**src/sv/tcc_pkg.sv**
```systemverilog
// Shared constants and types for the triangle circumcenter core.
package tcc_pkg;

	// Field widths.
	localparam int CoordW = 16;
	localparam int NumW = 50;
	localparam int AreaW = 34;
	localparam int OutW = 48;

	// Divider sizing: one quotient bit per stage, 48 magnitude bits.
	localparam int DenW = AreaW + 1;
	localparam int DivStages = OutW;
	localparam int RemW = 84;
	localparam int FracBits = 16;
	localparam int DivLat = DivStages + 2;

	// Queue between front and back.
	localparam int FifoDepth = 4;
	localparam int FifoAw = 2;

	// Saturation limits.
	localparam logic signed [OutW-1:0] OutMax = {1'b0, {(OutW-1){1'b1}}};
	localparam logic signed [OutW-1:0] OutMin = {1'b1, {(OutW-1){1'b0}}};

	// Numerators and doubled area of one triangle.
	typedef struct packed {
		logic signed [NumW-1:0] nx;
		logic signed [NumW-1:0] ny;
		logic signed [AreaW-1:0] area;
	} tcc_frac_t;

endpackage

```
**src/sv/tcc_fifo.sv**
```systemverilog
// Short queue that decouples the front part from the divider back part.
module tcc_fifo import tcc_pkg::*; (
	input  logic clk,
	input  logic arst_n,
	input  logic push_valid,
	output logic push_ready,
	input  tcc_frac_t push_data,
	output logic pop_valid,
	input  logic pop_ready,
	output tcc_frac_t pop_data
);

	tcc_frac_t mem_q [FifoDepth];
	logic [FifoAw-1:0] wr_ptr_q, rd_ptr_q;
	logic [FifoAw:0] count_q;
	logic do_push, do_pop;

	assign push_ready = (count_q != (FifoAw+1)'(FifoDepth));
	assign pop_valid = (count_q != '0);
	assign pop_data = mem_q[rd_ptr_q];
	assign do_push = push_valid && push_ready;
	assign do_pop = pop_valid && pop_ready;

	// Pointers and fill count.
	always_ff @(posedge clk or negedge arst_n) begin
		if (!arst_n) begin
			wr_ptr_q <= '0;
			rd_ptr_q <= '0;
			count_q <= '0;
		end else begin
			if (do_push) wr_ptr_q <= wr_ptr_q + 1'b1;
			if (do_pop) rd_ptr_q <= rd_ptr_q + 1'b1;
			if (do_push && !do_pop) count_q <= count_q + 1'b1;
			else if (!do_push && do_pop) count_q <= count_q - 1'b1;
		end
	end

	// Storage.
	always_ff @(posedge clk) begin
		if (do_push) mem_q[wr_ptr_q] <= push_data;
	end

endmodule

```
**config.mk**
```make
export PLATFORM = sky130hd
export DESIGN_NAME = tcc_fifo
export DESIGN_NICKNAME = d
export VERILOG_FILES = /design/src/sv/tcc_pkg.sv /design/src/sv/tcc_fifo.sv
export SDC_FILE = /design/constraint.sdc
export NUM_CORES = 1
export LEC_CHECK = 0
export ABC_AREA = 1
export BUFFER_PORTS_ARGS = -buffer_cell sky130_fd_sc_hd__buf_2
export CORE_UTILIZATION = 25
export DETAILED_ROUTE_END_ITERATION = 10
export MAX_ROUTING_LAYER = met4
export PLACE_DENSITY_LB_ADDON = 0.25
export SETUP_SLACK_MARGIN = 0.3
export SYNTH_ARGS = -nofsm -noshare
export SYNTH_HDL_FRONTEND = slang
export SYNTH_SLANG_ARGS = --single-unit
```
**constraint.sdc**
```tcl
create_clock -name clk -period 16.6 [get_ports clk]
set_clock_uncertainty 0.05 [all_clocks]
set_input_delay 0 -clock clk [delete_from_list [all_inputs] [get_ports clk]]
set_output_delay 0 -clock clk [all_outputs]
set_load 0.1 [all_outputs]
```
Word-level counts from Yosys, hierarchy flattened --
Memory sizes are Yosys's and may differ from the RTL's. Index checks and enable logic that the tools add are counted.
Word-level totals: memory bits (writable) 536, input port bits 138, memories kept 1, flip-flop bits (word level) 7
Cells by class: mux-type cells 4, reductions and logical operators 8, equality and inequality tests 1, $add $sub $neg 4
Memories:
- mem_q | words 4, bits a word 134, rd ports 1, clocked after memory_dff 0, write ports 1, RTL line tcc_fifo.sv:13 | tcc_frac_t mem_q [FifoDepth];
Operators with widths (count):
- $mux W3 | 2
- $add A2 B1 Y2 const B | 2
- $logic_and A1 B1 Y1 | 4
- $add A3 B1 Y3 const B | 1
- $ne A3 B3 Y1 const B | 1
- $reduce_bool A3 Y1 | 1
- $sub A3 B1 Y3 const B | 1
- $logic_not A1 Y1 | 2
- $mux W1 | 2
- $reduce_bool A2 Y1 | 1

Logic depth before layout (Yosys ltp) --
word-level depth 6, mapped depth 12, gate-level depth less buffers 12

Worst setup path before layout --
No wires, ideal clock.
path kind flip-flop to flip-flop, start point register count_q[0], end point memory mem_q[0][0] (netlist name) (enable), arrival time 7.240 ns, cell stages (with the launch flop) 5, library setup time 0.630 ns, slack 8.680 ns, required time 15.920 ns, buffers on the path 0, cell sequence dfrtp_1 -> inv_1 -> nand3_1 -> nand2_1 -> nor2_1
On the way: word-level cells in the longest chain between the ends 4
Ends and longest elaborated chain:
- from (decl) | RTL line tcc_fifo.sv:15 | logic [FifoAw:0] count_q;
- from (signal assigned) | RTL line tcc_fifo.sv:33 | if (do_push && !do_pop) count_q <= count_q + 1'b1;
- from (signal assigned) | RTL line tcc_fifo.sv:34 | else if (!do_push && do_pop) count_q <= count_q - 1'b1;
- $ne A3 B3 Y1 | RTL line tcc_fifo.sv:18 | assign push_ready = (count_q != (FifoAw+1)'(FifoDepth));
- net push_ready | RTL line tcc_fifo.sv:6 | output logic push_ready,
- $logic_and A1 B1 Y1 | RTL line tcc_fifo.sv:21 | assign do_push = push_valid && push_ready;
- $mux W1 | RTL line tcc_fifo.sv:40 | if (do_push) mem_q[wr_ptr_q] <= push_data;
- $mux W1 (implied by the code) | RTL line tcc_fifo.sv:40
- to (decl) | RTL line tcc_fifo.sv:13
The timed path passes the listed nets, and every way through them passes these cells.

==> impl_metrics.yaml <==
finish:
  layout.nets: 2174
  syn_to_final_growth_pct: 26.1
  fillers: 8671
  post_route_cells_drive_above_1_share_pct: 18.5
drt:
  viasPerCell: 4.09
  firstDrtPassIters: 7
  num_vias: 13200
  wl_per_cell_um: 15.5
  drt_iter0_drc: 586
  drc: 0
  routed_wl_um: 50300
  ant_nets: 0
worst_setup_path:
  crit_type: "register to primary output"
  slowest_stage: "buf_4"
  worstPathArrival_ns: 4.21
  critPathLaunchType: "register"
  setup.worst_path.start: "rd_ptr_q[0]"
  crit_fanout: 158
  crit_required_ns: 16.55
  crit_cells: 6
  cp_common_cell: "buf_4"
  r2r-start: "count_q[0]"
  path_cells: "inv_8 > buf_4 > buf_4 > o211ai_1 > nand2_1 > buf_2"
  crit_family: "buffers and inverters"
  path_buf_inv: 4
  reg2reg_depth: 6
  max_stage_delay_ns: 0.84
  endpoint_kind: "primary output"
sta:
  relSlewSlack_pct: 32.3
  hold_violations: 0
  max_freq_mhz: 235
  fin_crit_ns: 4.26
  fin_tns_setup_ns: 0
  setup_viol: 0
  fin_crit_sh_pct: 25.7
  worst_pin_slew_ns: 1.02
  slew_viol_final: 0
  rsz0062_at_grt: "no"
logic_synthesis:
  async_flop_share_pct: 1.29
  netlist_top_cells_count: "edfxtp_1 (536), nand2_1 (419), inv_1 (282)"
  synthesis.nets: 1766
  ys_types: 18
  synth_seq_area_share_pct: 74.4
  synth.most_common_cell: "edfxtp_1"
  avgSynthCellArea_um2: 13.5
  synthTopCellsByArea: "edfxtp_1 (74%), o211ai_1 (9.2%), nand2_1 (7.2%)"
  synth_top_area_share_pct: 73.6
  ys_ff_latch: 543
  synth_edf_count: 536
  yosysWarnings: 0
  synthCells: 1622
  syn-cell-area_um2: 21900
  ys.flop_type: "edfxtp_1"
  synth.largest_area_cell: "edfxtp_1"
clocking:
  cts_tree: "built"
  cts_buffers: 66
  clock_latency_ns: 0.58
  cts-root-buf: "clkbuf_16"
  cts_num_sinks: 543
  htree_levels: 3
  clkSlewWorstSetupHoldPaths_ns: 0.06
  clockBufferDepth: 3
global_routing:
  gr-total-overflow: 0
  grt_pass1_wl_um: 78200
  grt_usage_pct: 11.7
  grt_pass1_vias: 13600
  grt_max_degree: 159
  antenna_found_initial: 6
outcome:
  outcome: "finished, final reports clean"
place:
  place_congestion: 0.724
  place_hpwl_um: 28400
  io_buffer_count: 273
hold_path:
  hold_class: "input port to register"
  holdPathStages: 2
  min_from: "push_data[94]"
floorplan:
  die_y_um: 298
  start_util_pct: 25.2
  ios: 274
  die_area_um2: 88600
  core_area_um2: 86800
  rows: 108
  die_width_um: 298
job:
  maxCapViolCount: 0
kinds of logic (layout without fill, tap and decap cells):
logic type | Yosys count | in the layout | synth area share [%]
AOI/OAI and AO/OA | 269 | 269 | 9.22
xor gates and xnor gates | 1 | 1 | 0.0401
adders and majority gates | 6 | 6 | 0.378
buffers and inverters | 372 | 826 | 8.50
DFF | 543 | 543 | 74.4
other | 0 | 6 | 0
and+or+nand+nor | 431 | 431 | 7.45
layout by cell type, fill, tap and decap left out, types with 5 or more instances in the layout:
master | Yosys | final
o211ai_1 | 268 | 268
edfxtp_1 | 536 | 536
nand2_1 | 419 | 419
clkinv_2 | 0 | 5
dlygate4sd3_1 | 0 | 138
dfrtp_1 | 7 | 6
buf_4 | 11 | 16
nand3_1 | 7 | 7
clkbuf_1 | 8 | 12
inv_1 | 282 | 282
diode_2 | 0 | 6
bufinv_16 | 0 | 6
buf_2 | 16 | 273
clkinv_1 | 0 | 14
clkbuf_16 | 0 | 67
ha_1 | 5 | 5
final timing paths:
check | endpoint | slack (ns)
max | pop_data[53] | 12.34
min | mem_q[1][94] | 0.12
max reg2reg | mem_q[0][50] | 13.63
min reg2reg | count_q[0] | 0.48
max in group asynchronous | rd_ptr_q[1] | 15.88
min in group asynchronous | rd_ptr_q[0] | 0.33
flip-flops by register name (all words and copies together) (netlist names):
register and count:
mem_q 536, count_q 3, rd_ptr_q 2, wr_ptr_q 2
area by class of cell:
type,count,area (um^2),share of cell area (%)
clock buffer,80,1740,6.30
sequential,543,16300,59.0
antenna,6,15.0,0.0545
inverter,284,1080,3.91
clock inverter,34,362,1.31
tap,1155,1450,5.24
timing repair buffer,428,2890,10.5
multi-input combinational,707,3770,13.7
what timing repair did:
action	CTS	global route
buffers inserted	0	0
hold endpoints to repair	550	0
resized for setup	0	0
hold buffers	138	0
per-stage QoR:
step	cells	utilization, %	worst slack, ns	instance area (um^2)	hold slack (ns)
4_1_cts	3231	31.8	12.24	27600	0.0559
2_1_floorplan	1622	-	8.68	21900	-0.346
3_3_place_gp	2979	27.7	12.97	24100	-0.204
6_report	3237	31.8	12.34	27600	0.116
5_1_grt	3237	31.8	12.00	27600	0.0838
3_5_place_dp	2979	27.7	12.90	24100	-0.205
worst reg2reg max path, delay by kind of cell, from the launching register on:
kind	cells	cell delay [ns]
flip-flops	1	0.40
AND/OR/NAND/NOR	3	0.64
buffers and inverters	3	1.39
routing by layer:
metal | share of wire, % | up-vias | global-route usage [%]
met5 | 0 | - | -
met4 | 2.4 | 0 | 3.67
met3 | 5.5 | 80 | 3.12
met2 | 48 | 262 | 19.0
met1 | 44 | 6385 | 14.0
li1 | - | 6515 | -
Power is left out: the tool's default activity adds up to more than one toggle a clock period on the data nets, which glitch-free logic cannot reach.
